**config.mk**
```make
export PLATFORM = sky130hd
export DESIGN_NAME = vpf_mul
export DESIGN_NICKNAME = d
export VERILOG_FILES = /design/src/vpf_pkg.sv /design/src/vpf_mul.sv
export SDC_FILE = /design/constraint.sdc
export NUM_CORES = 2
export LEC_CHECK = 0
export ABC_AREA = 1
export BUFFER_PORTS_ARGS = -buffer_cell sky130_fd_sc_hd__buf_4
export CAP_MARGIN = 30
export CORE_ASPECT_RATIO = 0.7
export CORE_MARGIN = 2
export CORE_UTILIZATION = 35
export CTS_CLUSTER_SIZE = 8
export DETAILED_ROUTE_END_ITERATION = 8
export GPL_TIMING_DRIVEN = 0
export SLEW_MARGIN = 25
export SYNTH_ARGS = -nofsm -noshare
export SYNTH_HDL_FRONTEND = slang
export SYNTH_SLANG_ARGS = --single-unit
```
**constraint.sdc**
```tcl
create_clock -name clk -period 11.8 [get_ports clk]
set_input_delay 2.36 -clock clk [delete_from_list [all_inputs] [get_ports clk]]
set_output_delay 2.36 -clock clk [all_outputs]
set_load 0.01 [all_outputs]
```
**src/vpf_pkg.sv**
```systemverilog
// ---------------------------------------------------------------------------
// vpf_pkg: shared types and arithmetic of the velocity PID step
// Q16.16 types, register map, multiplier request and saturating helpers.
// ---------------------------------------------------------------------------
package vpf_pkg;

	localparam int QW       = 32;
	localparam int REG_W    = 31;
	localparam int ADDR_W   = 5;
	localparam int MUL_W    = QW + 1;
	localparam int PROD_W   = 2 * MUL_W;

	typedef logic signed [QW-1:0]     q_t;
	typedef logic [REG_W-1:0]         ureg_t;
	typedef logic signed [MUL_W-1:0]  mop_t;
	typedef logic signed [PROD_W-1:0] prod_t;

	localparam q_t Q_MAX          = 32'sh7FFF_FFFF;
	localparam q_t Q_MIN          = 32'sh8000_0000;
	localparam q_t W_OLD          = 32'sd58982;
	localparam q_t W_NEW          = 32'sd6554;
	localparam q_t KICK_THRESHOLD = 32'sd1310;
	localparam prod_t Q_HALF      = 66'sd32768;

	localparam ureg_t VEL_SCALE_RST   = 31'd65536;
	localparam ureg_t DRIVE_LIMIT_RST = 31'h7FFF_FFFF;

	typedef enum logic [2:0] {
		REG_VEL_SCALE,
		REG_KP_GAIN,
		REG_KI_DT,
		REG_KD_OVER_DT,
		REG_KA_OVER_DT,
		REG_KICK_LEVEL,
		REG_DRIVE_LIMIT,
		REG_WINDUP_LIMIT
	} reg_idx_t;

	typedef struct packed {
		ureg_t vel_scale;
		ureg_t kp_gain;
		ureg_t ki_dt;
		ureg_t kd_over_dt;
		ureg_t ka_over_dt;
		ureg_t kick_level;
		ureg_t drive_limit;
		ureg_t windup_limit;
	} cfg_t;

	typedef struct packed {
		mop_t a;
		mop_t b;
	} mul_req_t;

	function automatic mop_t sx(input q_t x);
		return $signed({x[QW-1], x});
	endfunction

	function automatic mop_t zx(input ureg_t u);
		return $signed({2'b00, u});
	endfunction

	function automatic q_t sat33(input logic [QW:0] s);
		if (s[QW] != s[QW-1]) begin
			return s[QW] ? Q_MIN : Q_MAX;
		end
		return $signed(s[QW-1:0]);
	endfunction

	function automatic q_t add_sat(input q_t a, input q_t b);
		return sat33({a[QW-1], a} + {b[QW-1], b});
	endfunction

	function automatic q_t sub_sat(input q_t a, input q_t b);
		return sat33({a[QW-1], a} - {b[QW-1], b});
	endfunction

	function automatic q_t clamp_sym(input q_t v, input ureg_t lim_u);
		q_t lim;
		q_t r;
		lim = $signed({1'b0, lim_u});
		r = v;
		if (r > lim) begin
			r = lim;
		end
		if (r < -lim) begin
			r = -lim;
		end
		return r;
	endfunction

endpackage

```
**src/vpf_mul.sv**
```systemverilog
// ---------------------------------------------------------------------------
// vpf_mul: shared Q16.16 multiplier
// Registered 33x33 product; result rounded half up and saturated combinationally from it.
// ---------------------------------------------------------------------------
module vpf_mul (
	input  logic              clk,
	input  vpf_pkg::mul_req_t req,
	output vpf_pkg::q_t       res
);
	import vpf_pkg::*;

	prod_t prod_s1;
	prod_t rnd;
	logic  ovf;

	always_ff @(posedge clk) begin
		prod_s1 <= req.a * req.b;
	end

	assign rnd = prod_s1 + Q_HALF;
	assign ovf = !((&rnd[PROD_W-1:47]) || !(|rnd[PROD_W-1:47]));
	assign res = ovf ? (rnd[PROD_W-1] ? Q_MIN : Q_MAX) : $signed(rnd[47:16]);

endmodule

```
==> summary.txt <==
Synthesis
  • Mapped cell area: 0.0435 sq mm
  • Async set or reset register ratio after synthesis: 0
  • Synth Flop Type: dfxtp_1
  • FF+latch count, synth: between 50 and 60
  • Yosys warning count: 0
  • Synthesized area per cell: 7.72 sq um
  • Number of synthesized flops with an enable pin: 0
  • Sequential fraction of the synthesis area: 0.0235
  • Synth Net Count: ~7000
  • Synth top area cells: fa_1 (53%), inv_1 (16%), nand2_1 (13%)
  • Top cell type's share of synthesized area: 0.526
  • Cell count after synthesis: between 5000 and 6000
  • Post-synth top area cell: fa_1
  • Netlist cell types: 39

GRT
  • Total GRT Usage: 0.313
  • Vias in the first global route: 37900
  • Largest net degree at the start of global routing: 18
  • Initial antenna violation count: 15
  • Congestion Overflow GR: 0
  • First-pass GRT wire length: between 200 and 300 mm

Clocking
  • Clk sinks: 51
  • # resized after CTS: 0
  • Cts bufs inserted: 5
  • CTS root buf: clkbuf_16
  • CTS tree: yes
  • Clock tree buffer depth: 2
  • Number of post-CTS setup repair buffers: 0
  • Hold buffer count at cts: 0
  • Worst-path clk slew: roughly 0.060 ns
  • CTS H-Tree Depth: 2

Route
  • Router iterations before antenna repair: 6
  • Antenna Nets Post-Route: 0
  • DR DRC count: 0
  • Total number of vias: about 37000
  • Vias per cell: roughly 5
  • DR WL/cell: roughly 27 um
  • DR iter-0 viols: about 4400
  • Post-Route WL: 196 mm

Worst setup path
  • Critical path type: input port to flip-flop
  • Top fanout value on the critical path: 10
  • Critical Path RT: about 12 ns
  • Crit end category: flip-flop
  • Largest delay contributor family on the critical path: adder cells
  • Worst path max stage delay: about 0.86 ns
  • Crit path DAT: between 10 and 15 ns
  • Slowest-stage cell, CP: fa_2
  • CP most frequent cell: fa_1
  • Crit path depth: 25
  • Worst path bufs/invs: 7
  • CP Launch Type: input port

Run status
  • Status: completed

Min path
  • HP Start: req[33]
  • Hold path depth: 9
  • Worst Hold End: prod_s1[18]
  • Worst Hold Class: input port to flip-flop

Layout
  • Nets: 7153
  • Top reg by flops: prod_s1
  • Final core utilization: 0.378
  • Area Overhead vs Synth: 7.46%
  • Non-Filler Instances: between 7000 and 8000
  • Largest regs: prod_s1 x51
  • Share of cells above drive strength 1: 0.0323
  • Commonest non-fill, non-tap cell in the layout: inv_1
  • Max FFs per register: between 50 and 60
  • Final Cell Area: roughly 0.047 sq mm
  • Most frequent cells in the layout: inv_1 (1820), nand2_1 (1481), fa_1 (1142)

Placed design
  • Dpl cells: around 7400
  • Detailed placement HPWL: roughly 170 mm
  • Area post-placement: between 0.04 and 0.05 sq mm
  • GPL Wtd Cong: 1.05
  • Buffers on Ports: 37

Die
  • I/O pin cnt: between 90 and 100
  • Die area: between 0.1 and 0.15 sq mm
  • Die height: 299 um
  • Starting density of the core: 0.352
  • Die Width: around 430 um
  • CORE AREA: about 0.12 sq mm
  • # rows: about 110

STA
  • RSZ-0062 raised after global routing: no
  • Worst-margin pin slew: around 1.1 ns
  • Worst relative slew slack: 0.243
  • Slew Viols, Final: 0
  • Period utilization: 0.970
  • Final setup viols: 0
  • Hold slack: approximately 3 ns
  • Fmax: roughly 0.087 GHz
  • Final Hold Vio Count: 0
  • Min cycle time layout: between 10 and 15 ns

Flow run
  • MaxCap Viol Count: 0
[worst max-delay path by stage]
stage                     slack, ns           to    start
after floorplan                2.58  prod_s1[57]  req[65]
after global placement         -0.1  prod_s1[54]  req[65]
after detailed placement       0.47  prod_s1[54]   req[2]
after CTS                      0.76  prod_s1[54]   req[2]
after global routing           0.33  prod_s1[54]  req[65]
final                          0.35  prod_s1[54]   req[2]
[cell type report]
| class | instances | area (sq um) |
|---|---|---|
| buffer | 265 | 1110 |
| fill | 13100 | 76900 |
| clock buffer | 5 | 125 |
| tap | 1650 | 2060 |
| antenna | 1 | 2.50 |
| sequential | 51 | 1020 |
| multi-input combinational | 3499 | 34700 |
| clock inverter | 3 | 67.6 |
| timing repair buffer | 86 | 900 |
| inverter | 1821 | 6840 |
[through the flow]
step / setup TNS (ns) / worst slack (ns)
global route: 0 / 0.332
detailed placement: 0 / 0.466
CTS: 0 / 0.759
finish: 0 / 0.351
global placement: -0.0959 / -0.0959
floorplan: 0 / 2.58
[routing by layer]
metal / part of all wire / up-vias / track usage / routed length (um)
met5: 0.00015 / - / 0 / 30
met4: 0.036 / 4 / 0.0916 / 7060
met3: 0.14 / 286 / 0.108 / 27300
met2: 0.39 / 2219 / 0.425 / 75500
met1: 0.44 / 18900 / 0.465 / 85700
li1: - / 15600 / - / -
[Yosys cell counts, types with 38 or more instances]
cell type and instances:
a21oi_1 79, clkbuf_1 254, dfxtp_1 51, fa_1 1144
ha_1 213, inv_1 1820, nand2_1 1481, nand3_1 58
nor2_1 266, o21ai_0 55, xnor2_1 38, xor2_1 46
[cells by family after synthesis]
logic type | share of synthesized area
buffers and inverters | 0.181
AND/OR/NAND/NOR | 0.167
adder cells (fa/ha/maj) | 0.587
AO/OA/AOI/OAI | 0.0245
XOR/XNOR | 0.0169
flip-flops | 0.0235
Power is not shown: default switching activity piles up to over one toggle a cycle in this logic, so the estimate is an artifact.
