## src/vpf_pkg.sv

```systemverilog
// ---------------------------------------------------------------------------
// vpf_pkg: shared types and arithmetic of the velocity PID step
// Q16.16 types, register map, multiplier request and saturating helpers.
// ---------------------------------------------------------------------------
package vpf_pkg;

	localparam int QW       = 32;
	localparam int REG_W    = 31;
	localparam int ADDR_W   = 5;
	localparam int MUL_W    = QW + 1;
	localparam int PROD_W   = 2 * MUL_W;

	typedef logic signed [QW-1:0]     q_t;
	typedef logic [REG_W-1:0]         ureg_t;
	typedef logic signed [MUL_W-1:0]  mop_t;
	typedef logic signed [PROD_W-1:0] prod_t;

	localparam q_t Q_MAX          = 32'sh7FFF_FFFF;
	localparam q_t Q_MIN          = 32'sh8000_0000;
	localparam q_t W_OLD          = 32'sd58982;
	localparam q_t W_NEW          = 32'sd6554;
	localparam q_t KICK_THRESHOLD = 32'sd1310;
	localparam prod_t Q_HALF      = 66'sd32768;

	localparam ureg_t VEL_SCALE_RST   = 31'd65536;
	localparam ureg_t DRIVE_LIMIT_RST = 31'h7FFF_FFFF;

	typedef enum logic [2:0] {
		REG_VEL_SCALE,
		REG_KP_GAIN,
		REG_KI_DT,
		REG_KD_OVER_DT,
		REG_KA_OVER_DT,
		REG_KICK_LEVEL,
		REG_DRIVE_LIMIT,
		REG_WINDUP_LIMIT
	} reg_idx_t;

	typedef struct packed {
		ureg_t vel_scale;
		ureg_t kp_gain;
		ureg_t ki_dt;
		ureg_t kd_over_dt;
		ureg_t ka_over_dt;
		ureg_t kick_level;
		ureg_t drive_limit;
		ureg_t windup_limit;
	} cfg_t;

	typedef struct packed {
		mop_t a;
		mop_t b;
	} mul_req_t;

	function automatic mop_t sx(input q_t x);
		return $signed({x[QW-1], x});
	endfunction

	function automatic mop_t zx(input ureg_t u);
		return $signed({2'b00, u});
	endfunction

	function automatic q_t sat33(input logic [QW:0] s);
		if (s[QW] != s[QW-1]) begin
			return s[QW] ? Q_MIN : Q_MAX;
		end
		return $signed(s[QW-1:0]);
	endfunction

	function automatic q_t add_sat(input q_t a, input q_t b);
		return sat33({a[QW-1], a} + {b[QW-1], b});
	endfunction

	function automatic q_t sub_sat(input q_t a, input q_t b);
		return sat33({a[QW-1], a} - {b[QW-1], b});
	endfunction

	function automatic q_t clamp_sym(input q_t v, input ureg_t lim_u);
		q_t lim;
		q_t r;
		lim = $signed({1'b0, lim_u});
		r = v;
		if (r > lim) begin
			r = lim;
		end
		if (r < -lim) begin
			r = -lim;
		end
		return r;
	endfunction

endpackage

```

## src/vpf_if.sv

```systemverilog
// ---------------------------------------------------------------------------
// vpf_in_if / vpf_out_if: valid-ready channels of the velocity PID step
// Input carries the three velocities, output carries the drive value.
// ---------------------------------------------------------------------------
interface vpf_in_if;
	import vpf_pkg::*;
	logic valid;
	logic ready;
	q_t   measured_velocity;
	q_t   setpoint_velocity;
	q_t   target_velocity;
	modport source (output valid, output measured_velocity, output setpoint_velocity,
		output target_velocity, input ready);
	modport sink (input valid, input measured_velocity, input setpoint_velocity,
		input target_velocity, output ready);
endinterface

interface vpf_out_if;
	import vpf_pkg::*;
	logic valid;
	logic ready;
	q_t   drive;
	modport source (output valid, output drive, input ready);
	modport sink (input valid, input drive, output ready);
endinterface

```

## src/vpf_seq.sv

```systemverilog
// ---------------------------------------------------------------------------
// vpf_seq: step sequencer of the velocity PID
// Drives the shared multiplier through the error, PID, filter and feedforward
// terms, holds the loop state and the output register.
// ---------------------------------------------------------------------------
module vpf_seq (
	input  logic              clk,
	input  logic              arst_n,
	input  vpf_pkg::cfg_t     cfg,
	vpf_in_if.sink            in_ch,
	vpf_out_if.source         out_ch,
	output vpf_pkg::mul_req_t mul_req,
	input  vpf_pkg::q_t       mul_res
);
	import vpf_pkg::*;

	typedef enum logic [3:0] {
		S_IDLE, S_LIN, S_ERR, S_P, S_I, S_D, S_DW, S_F, S_FD, S_SUM
	} state_t;

	state_t state_q;
	q_t meas_q, setp_q, targ_q;
	q_t err_q, dtarg_q, de_q, rawd_q, fdo_q, p_q, ff_q;
	q_t integ_q, prev_err_q, fd_q, prev_targ_q;
	q_t drive_q;
	logic out_valid_q;
	logic load_out;

	q_t integ_nxt;
	logic signed [QW+2:0] sum;
	logic signed [QW+2:0] kick;
	q_t sum_sat;

	assign in_ch.ready  = (state_q == S_IDLE);
	assign out_ch.valid = out_valid_q;
	assign out_ch.drive = drive_q;
	assign load_out     = (state_q == S_SUM) && (!out_valid_q || out_ch.ready);

	always_comb begin
		unique case (state_q)
			S_LIN:   mul_req = '{a: sx(meas_q),  b: zx(cfg.vel_scale)};
			S_ERR:   mul_req = '{a: sx(fd_q),    b: sx(W_OLD)};
			S_P:     mul_req = '{a: zx(cfg.kp_gain),    b: sx(err_q)};
			S_I:     mul_req = '{a: zx(cfg.ki_dt),      b: sx(err_q)};
			S_D:     mul_req = '{a: zx(cfg.kd_over_dt), b: sx(de_q)};
			S_DW:    mul_req = '{a: sx(dtarg_q), b: zx(cfg.ka_over_dt)};
			S_F:     mul_req = '{a: sx(rawd_q),  b: sx(W_NEW)};
			default: mul_req = '0;
		endcase
	end

	always_comb begin
		integ_nxt = add_sat(integ_q, mul_res);
		if (cfg.windup_limit != '0) begin
			integ_nxt = clamp_sym(integ_nxt, cfg.windup_limit);
		end else begin
			integ_nxt = '0;
		end
	end

	always_comb begin
		if (targ_q > KICK_THRESHOLD) begin
			kick = $signed({4'b0000, cfg.kick_level});
		end else if (targ_q < -KICK_THRESHOLD) begin
			kick = -$signed({4'b0000, cfg.kick_level});
		end else begin
			kick = '0;
		end
		sum = $signed({{3{p_q[QW-1]}}, p_q}) + $signed({{3{integ_q[QW-1]}}, integ_q})
			+ $signed({{3{fd_q[QW-1]}}, fd_q}) + $signed({{3{ff_q[QW-1]}}, ff_q}) + kick;
		if (!((&sum[QW+2:QW-1]) || !(|sum[QW+2:QW-1]))) begin
			sum_sat = sum[QW+2] ? Q_MIN : Q_MAX;
		end else begin
			sum_sat = sum[QW-1:0];
		end
	end

	always_ff @(posedge clk or negedge arst_n) begin
		if (!arst_n) begin
			state_q     <= S_IDLE;
			out_valid_q <= 1'b0;
			integ_q     <= '0;
			prev_err_q  <= '0;
			fd_q        <= '0;
			prev_targ_q <= '0;
		end else begin
			if (load_out) begin
				out_valid_q <= 1'b1;
			end else if (out_valid_q && out_ch.ready) begin
				out_valid_q <= 1'b0;
			end
			unique case (state_q)
				S_IDLE: begin
					if (in_ch.valid) begin
						meas_q  <= in_ch.measured_velocity;
						setp_q  <= in_ch.setpoint_velocity;
						targ_q  <= in_ch.target_velocity;
						state_q <= S_LIN;
					end
				end
				S_LIN: state_q <= S_ERR;
				S_ERR: begin
					err_q       <= sub_sat(setp_q, mul_res);
					dtarg_q     <= sub_sat(targ_q, prev_targ_q);
					prev_targ_q <= targ_q;
					state_q     <= S_P;
				end
				S_P: begin
					fdo_q   <= mul_res;
					state_q <= S_I;
				end
				S_I: begin
					p_q        <= mul_res;
					de_q       <= sub_sat(err_q, prev_err_q);
					prev_err_q <= err_q;
					state_q    <= S_D;
				end
				S_D: begin
					integ_q <= integ_nxt;
					state_q <= S_DW;
				end
				S_DW: begin
					rawd_q  <= mul_res;
					state_q <= S_F;
				end
				S_F: begin
					ff_q    <= mul_res;
					state_q <= S_FD;
				end
				S_FD: begin
					fd_q    <= add_sat(fdo_q, mul_res);
					state_q <= S_SUM;
				end
				S_SUM: begin
					if (load_out) begin
						drive_q <= clamp_sym(sum_sat, cfg.drive_limit);
						state_q <= S_IDLE;
					end
				end
				default: state_q <= S_IDLE;
			endcase
		end
	end

endmodule

```

## src/flat_wrapper.sv

```systemverilog
// flat-port wrapper written by rule: the top's interface ports become plain ports
module vpf_seq_flat import vpf_pkg::*;
  (clk, arst_n, cfg, mul_req, mul_res, in_ch_valid, in_ch_measured_velocity, in_ch_setpoint_velocity, in_ch_target_velocity, in_ch_ready, out_ch_valid, out_ch_drive, out_ch_ready);
  vpf_in_if in_ch_i ();
  vpf_out_if out_ch_i ();
  input  logic clk;
  input  logic arst_n;
  input  vpf_pkg::cfg_t cfg;
  output vpf_pkg::mul_req_t mul_req;
  input  vpf_pkg::q_t mul_res;
  input wire logic [$bits(in_ch_i.valid)-1:0] in_ch_valid;
  input wire logic [$bits(in_ch_i.measured_velocity)-1:0] in_ch_measured_velocity;
  input wire logic [$bits(in_ch_i.setpoint_velocity)-1:0] in_ch_setpoint_velocity;
  input wire logic [$bits(in_ch_i.target_velocity)-1:0] in_ch_target_velocity;
  output wire logic [$bits(in_ch_i.ready)-1:0] in_ch_ready;
  output wire logic [$bits(out_ch_i.valid)-1:0] out_ch_valid;
  output wire logic [$bits(out_ch_i.drive)-1:0] out_ch_drive;
  input wire logic [$bits(out_ch_i.ready)-1:0] out_ch_ready;
  assign in_ch_i.valid = in_ch_valid;
  assign in_ch_i.measured_velocity = in_ch_measured_velocity;
  assign in_ch_i.setpoint_velocity = in_ch_setpoint_velocity;
  assign in_ch_i.target_velocity = in_ch_target_velocity;
  assign in_ch_ready = in_ch_i.ready;
  assign out_ch_valid = out_ch_i.valid;
  assign out_ch_drive = out_ch_i.drive;
  assign out_ch_i.ready = out_ch_ready;
  vpf_seq u_core (.clk(clk), .arst_n(arst_n), .cfg(cfg), .in_ch(in_ch_i), .out_ch(out_ch_i), .mul_req(mul_req), .mul_res(mul_res));
endmodule
```

## config.mk

```make
export PLATFORM = sky130hd
export DESIGN_NAME = vpf_seq_flat
export DESIGN_NICKNAME = d
export VERILOG_FILES = /design/src/vpf_pkg.sv /design/src/vpf_if.sv /design/src/vpf_seq.sv /design/src/flat_wrapper.sv
export SDC_FILE = /design/constraint.sdc
export NUM_CORES = 2
export LEC_CHECK = 0
export BUFFER_PORTS_ARGS = -buffer_cell sky130_fd_sc_hd__buf_2
export CAP_MARGIN = 15
export CORE_MARGIN = 2
export CORE_UTILIZATION = 45
export DETAILED_ROUTE_END_ITERATION = 8
export GPL_TIMING_DRIVEN = 1
export HOLD_SLACK_MARGIN = 0.02
export PLACE_DENSITY_LB_ADDON = 0.2
export SLEW_MARGIN = 20
export SYNTH_ARGS = -nofsm -noshare
export SYNTH_HDL_FRONTEND = slang
export SYNTH_SLANG_ARGS = --single-unit
```

## constraint.sdc

```tcl
create_clock -name clk -period 10.2 [get_ports clk]
set_input_delay 0.51 -clock clk [delete_from_list [all_inputs] [get_ports clk]]
set_output_delay 0.51 -clock clk [all_outputs]
set_load 0.01 [all_outputs]
```

==> reports/metrics.cfg <==
[cts]
worst_skew_pair.late_latency_ns = 0.65
clock-sinks = 485
cts_root_buf = clkbuf_16
path_clk_slew_ns = 0.06
cts_tree = done
cts_buffers = 56
cts_htree_levels = 2
clock_path_buffers = 3

[floorplanning]
core_area_mm2 = 0.0850
io_pins = 480
dieArea_mm2 = 0.0879
row_count = 107
die_height_um = 296
initial_core_util_pct = 45.3
die_w_um = 296

[yosys]
synth_area_mm2 = 0.0385
ys_types = 95
synthCells = 4100
ys_ff_latch = 485
ys_seq_area_share_pct = 36.1
synth_nets = 4907
synth_edf_count = 352
synthFlopType = edfxtp_1
yosys.area.top_type_share_pct = 27.5
yosysTopAreaCell = edfxtp_1
syn_area_per_cell_um2 = 9.39
yosys-top-cells-area = edfxtp_1, ha_1, dfrtp_1, a21oi_1, fa_1
async_reset_ff_share_pct = 27.4
yosys_warnings = 0

[sta]
relSlewSlack_pct = 28.9
finalCriticalPeriod_ns = 11.20
hold_viol_final = 0
hold_ws_ns = 0.0380
skew_ns = 0.0311
worst_slack_ns = -0.995
final-setup-viol-count = 32
slew_viol_final = 0
setup_tns_ns = -29.07
period_share_pct = 110
rsz0062_at_grt = true
worst_pin_slew_ns = 1.07
fmax_mhz = 89.3

[finish]
areaGrowthSynthToFinish_pct = 27.2
final_net_count = 5880
drive_gt1_share_pct = 25.5
most-common-layout-cells = buf_4, buf_2, inv_1, nand2_1, edfxtp_1
fillers = 7533
final_common_cell = buf_4

[critical_path]
worstSetupEndpointType = flop
crit_path_frequent_cell = a21o_1
slowest_delay_ns = 0.51
worstPathRequired_ns = 10.57
critPathKind = flop to flop
critPathLaunchType = flop
crit_path_top_delay_cell = or4b_4
critPathMaxFanout = 8
cp_data_arrival_time_ns = 11.57

[global_routing]
track_usage_pct = 30.1
grt_pass1_wl_mm = 201
grt_max_degree = 95
grt-ovfl-total = 0
antenna_found_initial = 22
grt_pass1_vias = 33700

[drt]
wl_met3_mm = 8.62
wl_met2_mm = 62.8
vias = 35500
drtIter0Drc = 3273
wl_per_cell_um = 21.6
dr.pass1.iters = 9
top_layer_used = met5
wl_met1_mm = 58.9
finalWirelength_mm = 135
drcViolationCount = 10
drt.antenna.violating_nets = 0
vias_per_cell = 5.65

[min_path]
hp-class = input port to flop

[flow_run]
maxCapViolations = 0

[outcome]
violations = DRC, setup timing
status = complete, but fails checks

[placed_design]
io_buffers = 479
pre_cts_ws_ns = -1.18
dp_hpwl_mm = 106
place_congestion = 0.949

-- worst paths after layout --
check,start,endpoint,slack [ns],cells past startpoint
hold reg to reg,u_core.prev_targ_q[0],u_core.prev_targ_q[0],0.53,1
setup reg to reg,u_core.integ_q[1],u_core.out_ch.drive[1],-1.0,53
hold / removal,in_ch_measured_velocity[14],u_core.meas_q[14],0.04,1
max in group asynchronous,arst_n,u_core.integ_q[18],8.62,3
setup / recovery,u_core.integ_q[1],u_core.out_ch.drive[1],-1.0,53
min in group asynchronous,arst_n,u_core.prev_err_q[1],0.45,2
-- what timing repair did --
action / 4_1_cts / 5_1_grt
pin swaps: 67 / 47
cloned: 3 / 0
endpoints found under the setup margin: 32 / 62
resized for setup: 58 / 39
endpoints found under the hold margin: 46 / 5
hold buffers: 10 / 5
buffers inserted: 76 / 11
-- cell usage after synthesis (29+ instances only) --
cell type	instances
inv_1	385
nand2_1	360
ha_1	354
edfxtp_1	352
a21oi_1	295
o21ai_0	254
nor2_1	202
a21o_1	159
xnor2_1	159
dfrtp_1	133
clkbuf_1	130
nand3_1	88
xor2_1	83
nor3_1	79
a22oi_1	75
fa_1	73
o21a_1	71
maj3_1	63
nand4_1	63
a222oi_1	61
mux2i_1	54
nand2b_1	44
o21ai_1	44
a31oi_1	36
or3_1	32
nor2b_1	29
-- per-layer routing --
metal,up-vias,track usage [%]
met2,1240,49.3
met3,219,4.13
li1,17000,-
met1,17000,41.0
met4,24,9.89
met5,-,0
-- area by class of cell --
class | instances | area [um^2] | share of cell area, %
Antenna cell | 12 | 30.0 | 0.0613
Clock buffer | 69 | 1500 | 3.06
Clock inverter | 37 | 454 | 0.927
Inverter | 388 | 1460 | 2.97
Multi-Input combinational cell | 3071 | 23100 | 47.2
Sequential cell | 485 | 13900 | 28.4
Tap cell | 1144 | 1430 | 2.92
Timing Repair Buffer | 1071 | 7090 | 14.5
-- stage by stage --
stage	utilization, %	area [um^2]	instances
6_report	57.6	49000	6277
5_1_grt	57.6	49000	6270
4_1_cts	57.2	48600	6249
3_5_place_dp	53.8	45700	6055
3_3_place_gp	53.8	45700	6055
2_1_floorplan	-	38700	4100
-- cell families after synthesis --
group,synth area share (%)
adders and majority gates,16.9
buffers and inverters,5.47
xor gates and xnor gates,5.58
muxes,1.99
DFF,36.1
and+or+nand+nor,12.8
AOI/OAI and AO/OA,21.1
-- worst max-delay path: cells and delay by family, from the launching register on --
kind	cells	cell delay (ns)
simple gates	9	1.80
mux	1	0.30
flops	1	0.40
fa+ha+maj	6	1.87
xor+xnor	1	0.18
buf+inv	8	0.95
compound gates	28	5.43
-- sequential cells by signal, summed over array words and instances, names as in the netlist --
signal / count
u_core.dtarg_q: 32
u_core.p_q: 32
u_core.prev_err_q: 32
u_core.de_q: 32
u_core.out_ch.valid: 1
u_core.fd_q: 32
u_core.meas_q: 32
u_core.state_q: 4
u_core.rawd_q: 32
u_core.targ_q: 32
u_core.integ_q: 32
u_core.prev_targ_q: 32
u_core.err_q: 32
u_core.out_ch.drive: 32
u_core.ff_q: 32
u_core.setp_q: 32
u_core.fdo_q: 32
Power is not shown: default switching activity piles up to over one toggle a cycle in this logic, so the estimate is an artifact.
