===== config.mk =====
export PLATFORM = sky130hd
export DESIGN_NAME = vpf_regs
export DESIGN_NICKNAME = d
export VERILOG_FILES = /design/src/vpf_pkg.sv /design/src/vpf_regs.sv
export SDC_FILE = /design/constraint.sdc
export NUM_CORES = 1
export LEC_CHECK = 0
export ABC_AREA = 1
export BUFFER_PORTS_ARGS = -buffer_cell sky130_fd_sc_hd__buf_2
export CAP_MARGIN = 20
export CORE_MARGIN = 2
export CORE_UTILIZATION = 49
export CTS_BUF_LIST = sky130_fd_sc_hd__clkbuf_2 sky130_fd_sc_hd__clkbuf_4 sky130_fd_sc_hd__clkbuf_8
export DETAILED_ROUTE_END_ITERATION = 8
export GPL_TIMING_DRIVEN = 0
export PLACE_DENSITY = 0.79
export SLEW_MARGIN = 15
export SYNTH_ARGS = -nofsm -noshare
export SYNTH_HDL_FRONTEND = slang
export SYNTH_SLANG_ARGS = --single-unit
export TNS_END_PERCENT = 1

===== constraint.sdc =====
create_clock -name clk -period 1.4 [get_ports clk]
set_clock_uncertainty 0.15 [all_clocks]
set_input_delay 0.28 -clock clk [delete_from_list [all_inputs] [get_ports clk]]
set_output_delay 0.28 -clock clk [all_outputs]
set_load 0.005 [all_outputs]

===== src/vpf_pkg.sv =====
// ---------------------------------------------------------------------------
// vpf_pkg: shared types and arithmetic of the velocity PID step
// Q16.16 types, register map, multiplier request and saturating helpers.
// ---------------------------------------------------------------------------
package vpf_pkg;

	localparam int QW       = 32;
	localparam int REG_W    = 31;
	localparam int ADDR_W   = 5;
	localparam int MUL_W    = QW + 1;
	localparam int PROD_W   = 2 * MUL_W;

	typedef logic signed [QW-1:0]     q_t;
	typedef logic [REG_W-1:0]         ureg_t;
	typedef logic signed [MUL_W-1:0]  mop_t;
	typedef logic signed [PROD_W-1:0] prod_t;

	localparam q_t Q_MAX          = 32'sh7FFF_FFFF;
	localparam q_t Q_MIN          = 32'sh8000_0000;
	localparam q_t W_OLD          = 32'sd58982;
	localparam q_t W_NEW          = 32'sd6554;
	localparam q_t KICK_THRESHOLD = 32'sd1310;
	localparam prod_t Q_HALF      = 66'sd32768;

	localparam ureg_t VEL_SCALE_RST   = 31'd65536;
	localparam ureg_t DRIVE_LIMIT_RST = 31'h7FFF_FFFF;

	typedef enum logic [2:0] {
		REG_VEL_SCALE,
		REG_KP_GAIN,
		REG_KI_DT,
		REG_KD_OVER_DT,
		REG_KA_OVER_DT,
		REG_KICK_LEVEL,
		REG_DRIVE_LIMIT,
		REG_WINDUP_LIMIT
	} reg_idx_t;

	typedef struct packed {
		ureg_t vel_scale;
		ureg_t kp_gain;
		ureg_t ki_dt;
		ureg_t kd_over_dt;
		ureg_t ka_over_dt;
		ureg_t kick_level;
		ureg_t drive_limit;
		ureg_t windup_limit;
	} cfg_t;

	typedef struct packed {
		mop_t a;
		mop_t b;
	} mul_req_t;

	function automatic mop_t sx(input q_t x);
		return $signed({x[QW-1], x});
	endfunction

	function automatic mop_t zx(input ureg_t u);
		return $signed({2'b00, u});
	endfunction

	function automatic q_t sat33(input logic [QW:0] s);
		if (s[QW] != s[QW-1]) begin
			return s[QW] ? Q_MIN : Q_MAX;
		end
		return $signed(s[QW-1:0]);
	endfunction

	function automatic q_t add_sat(input q_t a, input q_t b);
		return sat33({a[QW-1], a} + {b[QW-1], b});
	endfunction

	function automatic q_t sub_sat(input q_t a, input q_t b);
		return sat33({a[QW-1], a} - {b[QW-1], b});
	endfunction

	function automatic q_t clamp_sym(input q_t v, input ureg_t lim_u);
		q_t lim;
		q_t r;
		lim = $signed({1'b0, lim_u});
		r = v;
		if (r > lim) begin
			r = lim;
		end
		if (r < -lim) begin
			r = -lim;
		end
		return r;
	endfunction

endpackage


===== src/vpf_regs.sv =====
// ---------------------------------------------------------------------------
// vpf_regs: APB register file
// Eight 31-bit gain and limit registers at word addresses, read back on prdata.
// ---------------------------------------------------------------------------
module vpf_regs (
	input  logic                       clk,
	input  logic                       arst_n,
	input  logic                       psel,
	input  logic                       penable,
	input  logic                       pwrite,
	input  logic [vpf_pkg::ADDR_W-1:0] paddr,
	input  logic [31:0]                pwdata,
	output logic [31:0]                prdata,
	output logic                       pready,
	output vpf_pkg::cfg_t              cfg
);
	import vpf_pkg::*;

	cfg_t     cfg_q;
	reg_idx_t idx;
	ureg_t    rd_val;
	logic     wr_en;

	assign pready = 1'b1;
	assign idx    = reg_idx_t'(paddr[ADDR_W-1:2]);
	assign wr_en  = psel && penable && pwrite && pready;
	assign cfg    = cfg_q;

	always_ff @(posedge clk or negedge arst_n) begin
		if (!arst_n) begin
			cfg_q.vel_scale    <= VEL_SCALE_RST;
			cfg_q.kp_gain      <= '0;
			cfg_q.ki_dt        <= '0;
			cfg_q.kd_over_dt   <= '0;
			cfg_q.ka_over_dt   <= '0;
			cfg_q.kick_level   <= '0;
			cfg_q.drive_limit  <= DRIVE_LIMIT_RST;
			cfg_q.windup_limit <= '0;
		end else if (wr_en) begin
			unique case (idx)
				REG_VEL_SCALE:    cfg_q.vel_scale    <= pwdata[REG_W-1:0];
				REG_KP_GAIN:      cfg_q.kp_gain      <= pwdata[REG_W-1:0];
				REG_KI_DT:        cfg_q.ki_dt        <= pwdata[REG_W-1:0];
				REG_KD_OVER_DT:   cfg_q.kd_over_dt   <= pwdata[REG_W-1:0];
				REG_KA_OVER_DT:   cfg_q.ka_over_dt   <= pwdata[REG_W-1:0];
				REG_KICK_LEVEL:   cfg_q.kick_level   <= pwdata[REG_W-1:0];
				REG_DRIVE_LIMIT:  cfg_q.drive_limit  <= pwdata[REG_W-1:0];
				REG_WINDUP_LIMIT: cfg_q.windup_limit <= pwdata[REG_W-1:0];
			endcase
		end
	end

	always_comb begin
		unique case (idx)
			REG_VEL_SCALE:    rd_val = cfg_q.vel_scale;
			REG_KP_GAIN:      rd_val = cfg_q.kp_gain;
			REG_KI_DT:        rd_val = cfg_q.ki_dt;
			REG_KD_OVER_DT:   rd_val = cfg_q.kd_over_dt;
			REG_KA_OVER_DT:   rd_val = cfg_q.ka_over_dt;
			REG_KICK_LEVEL:   rd_val = cfg_q.kick_level;
			REG_DRIVE_LIMIT:  rd_val = cfg_q.drive_limit;
			REG_WINDUP_LIMIT: rd_val = cfg_q.windup_limit;
		endcase
	end

	assign prdata = {1'b0, rd_val};

endmodule


==> flow_summary.toml, run 1 <==
[clocking]
max-clock-path-buffers = 3
path_clk_slew_ns = 0.06
tritoncts.num_buffers = 43
cts_sinks = 248
cts_tree = "done"
clkLatencyLatePin_ns = 0.55
cell_chosen_for_the_clock_root = "sky130_fd_sc_hd__clkbuf_8"
cts_htree_levels = 2

[layout]
largest_reg_flops = 248
final-instance-count-excl-fill = 2146
layout.area.seq_um2 = 6246
num-nets-final = 1837
fill_cell_total_of_the_finished_layout = 1979
layout.core_utilization = 0.6697
area.growth.synth_to_final_pct = 34.66
layout-drive-gt1-share = 0.3366
multi_input_area_um2 = 4547
diodes = 0

[timing]
slew_violations = 0
fmaxAchievable_ghz = 0.5087
slew_headroom = 0.5760
fin_worst_hold_slack_ns = 0.07232
fin_crit_ns = 1.966
fin_ws_ns = -0.5660
hold_viol = 0
max_slew.worst_pin.slew_ns = 0.6360
finalSetupViolCount = 279
final_min_period_over_clock_period = 1.404
grt_setup_unrepaired = "true"

[setup_path]
timing.critical_path.slowest_stage_cell = "sky130_fd_sc_hd__dfstp_2"
worstPathCellList = "inv_2 > nor2_1 > nor2_1 > nand3_1 > buf_2"
max_stage_delay_ns = 0.53
worst-path-max-fanout = 2
worst_path_most_repeated_cell = "sky130_fd_sc_hd__nor2_1"
startpoint_type = "flip-flop"
critical_path_data_arrival_time_ns = 1.54
crit_family = "flip-flops"
crit_type = "flip-flop to output pin"
bufs_and_invs_on_worst_path = 2
crit_path_end_kind = "output pin"
worst-endpoint-required_ns = 0.97

[logic_synthesis]
syn-cell-area_um2 = 11640
synth.yosys.seq_area_share = 0.5367
postSynthAreaPerCell_um2 = 8.434
postSynthRegisterBits = 248
yosys_warnings = 0
synth.net_count = 1422
synth_cell_type_count = 27
syn-instance-count = 1380

[job]
max_cap_viol_count = 0

[routing]
wl_met1_um = 18120
wire_length_per_cell_after_detailed_routing_um = 22.66
dr.max_layer_used = "met4"
drt_iter0_markers = 1474
post_drt_via_cell_ratio = 5.949
vias = 12770
antenna_violating_nets_post_route = 0
firstDrtPassIters = 6
drt_wl_total_um = 48630
drc = 0
sum_of_met2_wire_segment_lengths_after_detailed_routing_um = 21860
detailroute.wirelength.met3_um = 6179

[grt]
largest_net_degree_at_the_start_of_global_routing = 103
grtUsageTotal = 0.3775
globalRouteOverflowTotal = 0
via_count_of_the_first_global_routing_pass = 11900
grt_first_pass_wirelength_um = 69880
antenna_found_initial = 0

[power_and_ir_drop]
powerDensity_nw_per_um2 = 1482
design_power_total_uw = 23230
p_leak_uw = 0.008135
max-vdd-ir-drop_mv = 0.9572

[die]
core-area_um2 = 23400
area_of_the_die_um2 = 25000
placement_rows = 56
io_pins = 323
initial_core_util = 0.4973
die_height_um = 158.1
die_width_um = 158.1

[placed_design]
gp_routability_congestion = 0.8966
dp.cells = 2016
io_buffer_count = 315
dpl.hpwl_um = 32510

[outcome]
status = "finished, violations left"
violated_checks = "setup timing"

[hold_path]
hold_class = "input port to flip-flop"
==> routing by layer <==
metal / up-vias / track usage
met5: - / 0
met4: 0 / 0.1900
met3: 167 / 0.09636
met2: 1016 / 0.5689
met1: 6092 / 0.5074
li1: 5491 / -
==> where the power goes <==
part / total (µW) / internal, µW / switching [µW]
clock network: 7240 / 4210 / 3030
logic: 5900 / 2760 / 3140
registers: 10100 / 8850 / 1240
==> path summary, 6_finish.rpt <==
check                                     from              endpoint  slack [ns]  cells past startpoint
hold reg to reg            cfg[39]$_DFFE_PN1P_   cfg[39]$_DFFE_PN1P_        0.36                      2
hold / removal                        paddr[3]   cfg[61]$_DFFE_PN1P_        0.07                      5
min in group asynchronous               arst_n  cfg[131]$_DFFE_PN0P_        0.10                      2
setup reg to reg           cfg[33]$_DFFE_PN1P_   cfg[33]$_DFFE_PN1P_        0.33                      2
setup / recovery           cfg[61]$_DFFE_PN1P_            prdata[30]       -0.57                      5
max in group asynchronous               arst_n  cfg[145]$_DFFE_PN0P_        0.16                      3
==> worst reg2reg max path, cell delays in order, from the launching register on <==
cell and delay (ns):
sky130_fd_sc_hd__dfstp_2 0.52, sky130_fd_sc_hd__inv_1 0.05, sky130_fd_sc_hd__o21ai_0 0.25
==> layout by cell type, fill, tap and decap left out, types with 59 or more instances in the layout <==
cell and count:
sky130_fd_sc_hd__nand2_1 280, sky130_fd_sc_hd__dfrtp_1 216, sky130_fd_sc_hd__a21oi_1 93, sky130_fd_sc_hd__nand4_1 155, sky130_fd_sc_hd__buf_6 83, sky130_fd_sc_hd__inv_1 59, sky130_fd_sc_hd__o21ai_1 114, sky130_fd_sc_hd__buf_2 317
sky130_fd_sc_hd__nor2_1 164, sky130_fd_sc_hd__nand3_1 63
==> synthesized netlist by cell type, drive strengths merged <==
cell    count  area, µm²
o21ai     155      813.3
dfrtp     216       5405
nand2     285       1080
a21oi      93      465.5
nand3      65      342.8
dfstp      32      840.8
inv        67      251.5
conb        2      7.510
buf        98      584.3
clkbuf     17      67.56
nor3        4      47.54
nor2      191      763.2
nand4     155      969.7
==> final cells by class <==
type                            count  share of cell area
Sequential cell                   248              0.3985
Multi-Input combinational cell    950              0.2901
Timing Repair Buffer              370              0.1515
Buffer                            115             0.05868
Clock buffer                       74             0.05501
Tap cell                          319             0.02547
Inverter                           67             0.01653
Clock inverter                      3            0.004151
==> timing repair <==
| action | CTS | global route |
|---|---|---|
| resized for setup | 31 | 50 |
| hold endpoints to repair | 298 | 0 |
| hold buffers | 32 | 0 |
| pin swaps | 61 | 37 |
| endpoints found under the setup margin | 279 | 351 |
| buffers inserted | 6 | 15 |
==> per-stage QoR <==
step / setup TNS (ns) / cell area [µm²] / worst slack, ns
2_1_floorplan: -0.05297 / 11900 / -0.002356
3_3_place_gp: -1121.63 / 13880 / -4.471
3_5_place_dp: -73.21 / 13940 / -0.6823
4_1_cts: -49.82 / 15340 / -0.5554
5_1_grt: -56.63 / 15670 / -0.5908
6_report: -49.38 / 15670 / -0.5660
==> kinds of logic (layout without fill, tap and decap cells) <==
logic type / after synthesis / after routing / synth area share
compound gates: 248 / 248 / 0.1099
buf+inv: 182 / 629 / 0.07762
flops: 248 / 248 / 0.5367
other cells: 2 / 2 / 0.0006453
simple gates: 700 / 700 / 0.2752
No activity file was read; power rests on OpenSTA's default activity.
==> inputs of run 2 (changes only) <==
--- a/config.mk
+++ b/config.mk
@@ -18,4 +18,4 @@
 export SYNTH_ARGS = -nofsm -noshare
 export SYNTH_HDL_FRONTEND = slang
 export SYNTH_SLANG_ARGS = --single-unit
-export TNS_END_PERCENT = 1
+export TNS_END_PERCENT = 30
==> run 2 against run 1 <==
  * Critical path depth unchanged
  * Register-to-register slack got worse by 0.06 ns
  * The run ends with hold timing, setup timing left
  * Critical endpoint is now prdata[4]
  * Worst setup slack got worse by 0.047 ns
==> flow_summary.toml, run 2 (synthesized netlist as in run 1, its figures left out) <==
[layout]
final_area_um2 = 17650
fill_cell_total_of_the_finished_layout = 1545
diodes = 0
mostFrequentLayoutCell = "sky130_fd_sc_hd__nand2_1"
largest_reg_flops = 248
layout.area.seq_um2 = 6246
layout.core_utilization = 0.7544
area.growth.synth_to_final_pct = 51.69
final_cell_mix = "279 x sky130_fd_sc_hd__nand2_1, 278 x sky130_fd_sc_hd__buf_6, 223 x sky130_fd_sc_hd__buf_2"
multi_input_area_um2 = 4644
layout-drive-gt1-share = 0.4065
num-nets-final = 1960

[timing]
fin_worst_hold_slack_ns = -0.4027
max_slew.worst_pin.slew_ns = 0.6948
slew_violations = 0
final_min_period_over_clock_period = 1.438
fin_ws_ns = -0.6134
fin_crit_ns = 2.013
grt_setup_unrepaired = "true"
finalSetupViolCount = 279
fmaxAchievable_ghz = 0.4967
slew_headroom = 0.5368
final.setup.tns_ns = -63.93
hold_viol = 82

[setup_path]
timing.critical_path.slowest_stage_cell = "sky130_fd_sc_hd__dfrtp_1"
bufs_and_invs_on_worst_path = 1
worstPathCellList = "nand4_1 > nand2_1 > nor2_2 > nand3_1 > buf_2"
worst-endpoint-required_ns = 0.97
max_stage_delay_ns = 0.40
crit_type = "flip-flop to output pin"
startpoint_type = "flip-flop"
critical_path_data_arrival_time_ns = 1.58
worst-path-max-fanout = 2
crit_path_end_kind = "output pin"
crit_family = "simple AND/OR/NAND/NOR gates"

[routing]
post_drt_via_cell_ratio = 6.213
antenna_violating_nets_post_route = 0
firstDrtPassIters = 7
vias = 14100
drt_wl_total_um = 55130
wire_length_per_cell_after_detailed_routing_um = 24.29
drc = 0
drt_iter0_markers = 2041

[outcome]
violated_checks = "hold timing, setup timing"
status = "finished, violations left"

[placed_design]
gp_routability_congestion = 0.9167
dpl-instance-area_um2 = 13950
io_buffer_count = 315
dpl.hpwl_um = 32410

[grt]
grtUsageTotal = 0.4026
globalRouteOverflowTotal = 0
grt_first_pass_wirelength_um = 74770
largest_net_degree_at_the_start_of_global_routing = 91
antenna_found_initial = 0
via_count_of_the_first_global_routing_pass = 12860

[power_and_ir_drop]
powerDensity_nw_per_um2 = 1468
p_leak_uw = 0.008999
max-vdd-ir-drop_mv = 1.121

[die]
initial_core_util = 0.4973
io_pins = 323
die_height_um = 158.1
die_width_um = 158.1
placement_rows = 56
area_of_the_die_um2 = 25000
core-area_um2 = 23400

[clocking]
max-clock-path-buffers = 3
cell_chosen_for_the_clock_root = "sky130_fd_sc_hd__clkbuf_8"
cts_tree = "done"
clkLatencyLatePin_ns = 0.55
cts_sinks = 248
path_clk_slew_ns = 0.06
cts_htree_levels = 2
tritoncts.num_buffers = 42
ctsHoldBuffers = 31

[job]
max_cap_viol_count = 0

[hold_path]
hold_class = "input port to async pin"
## run 2: metrics by stage
step	std cells	total power, µW	setup slack (ns)
5_1_grt	2270	26780	-0.6452
6_report	2270	25920	-0.6134
2_1_floorplan	1380	12320	-0.002324
4_1_cts	2203	23940	-0.5612
3_3_place_gp	2014	15090	-4.475
3_5_place_dp	2016	15320	-0.6860
## run 2: worst register-to-register path: cells and delay by family (launching register included)
kind | cells | cell delay (ns)
flip-flops | 1 | 0.55
AO/OA/AOI/OAI | 1 | 0.18
buffers and inverters | 2 | 0.17
## run 2: path summary, 6_finish.rpt
check	start	slack (ns)	endpoint	cells after the start
worst min register to register	cfg[48]$_DFFE_PN1P_	0.35	cfg[48]$_DFFE_PN1P_	2
worst max-delay path	cfg[159]$_DFFE_PN0P_	-0.61	prdata[4]	5
worst max register to register	cfg[35]$_DFFE_PN1P_	0.27	cfg[35]$_DFFE_PN1P_	3
min in group clk	paddr[4]	0.09	cfg[93]$_DFFE_PN0P_	5
worst min-delay path	arst_n	-0.40	cfg[146]$_DFFE_PN0P_	1
max in group asynchronous	arst_n	0.23	cfg[33]$_DFFE_PN1P_	3
## run 2: layout make-up
cell class              count  area share
plain buffers             115     0.05252
clock buffers              71     0.04862
clock inverters             6    0.003260
inverters                  67     0.01467
multi-input cells         950      0.2631
flip-flops and latches    248      0.3538
well taps                 319     0.02261
repair buffers            494      0.2415
## run 2: per-layer routing
layer | up-vias | routed length (µm) | global-route usage
li1 | 5757 | - | -
met1 | 6631 | 18720 | 0.5195
met3 | 360 | 7576 | 0.09745
met2 | 1355 | 24550 | 0.6197
met4 | 0 | 4284 | 0.2364
met5 | - | 0 | 0
## run 2: what timing repair did
item,CTS,global route
endpoints found under the hold margin,295,73
gates resized for setup,182,163
pin swaps,127,79
endpoints found under the setup margin,279,279
buffers inserted,79,80
## run 2: report_power, final
group          total [µW]  switching [µW]  internal (µW)
logic                8580            3980           4600
clock network        7170            3130           4040
registers           10200            1310           8860
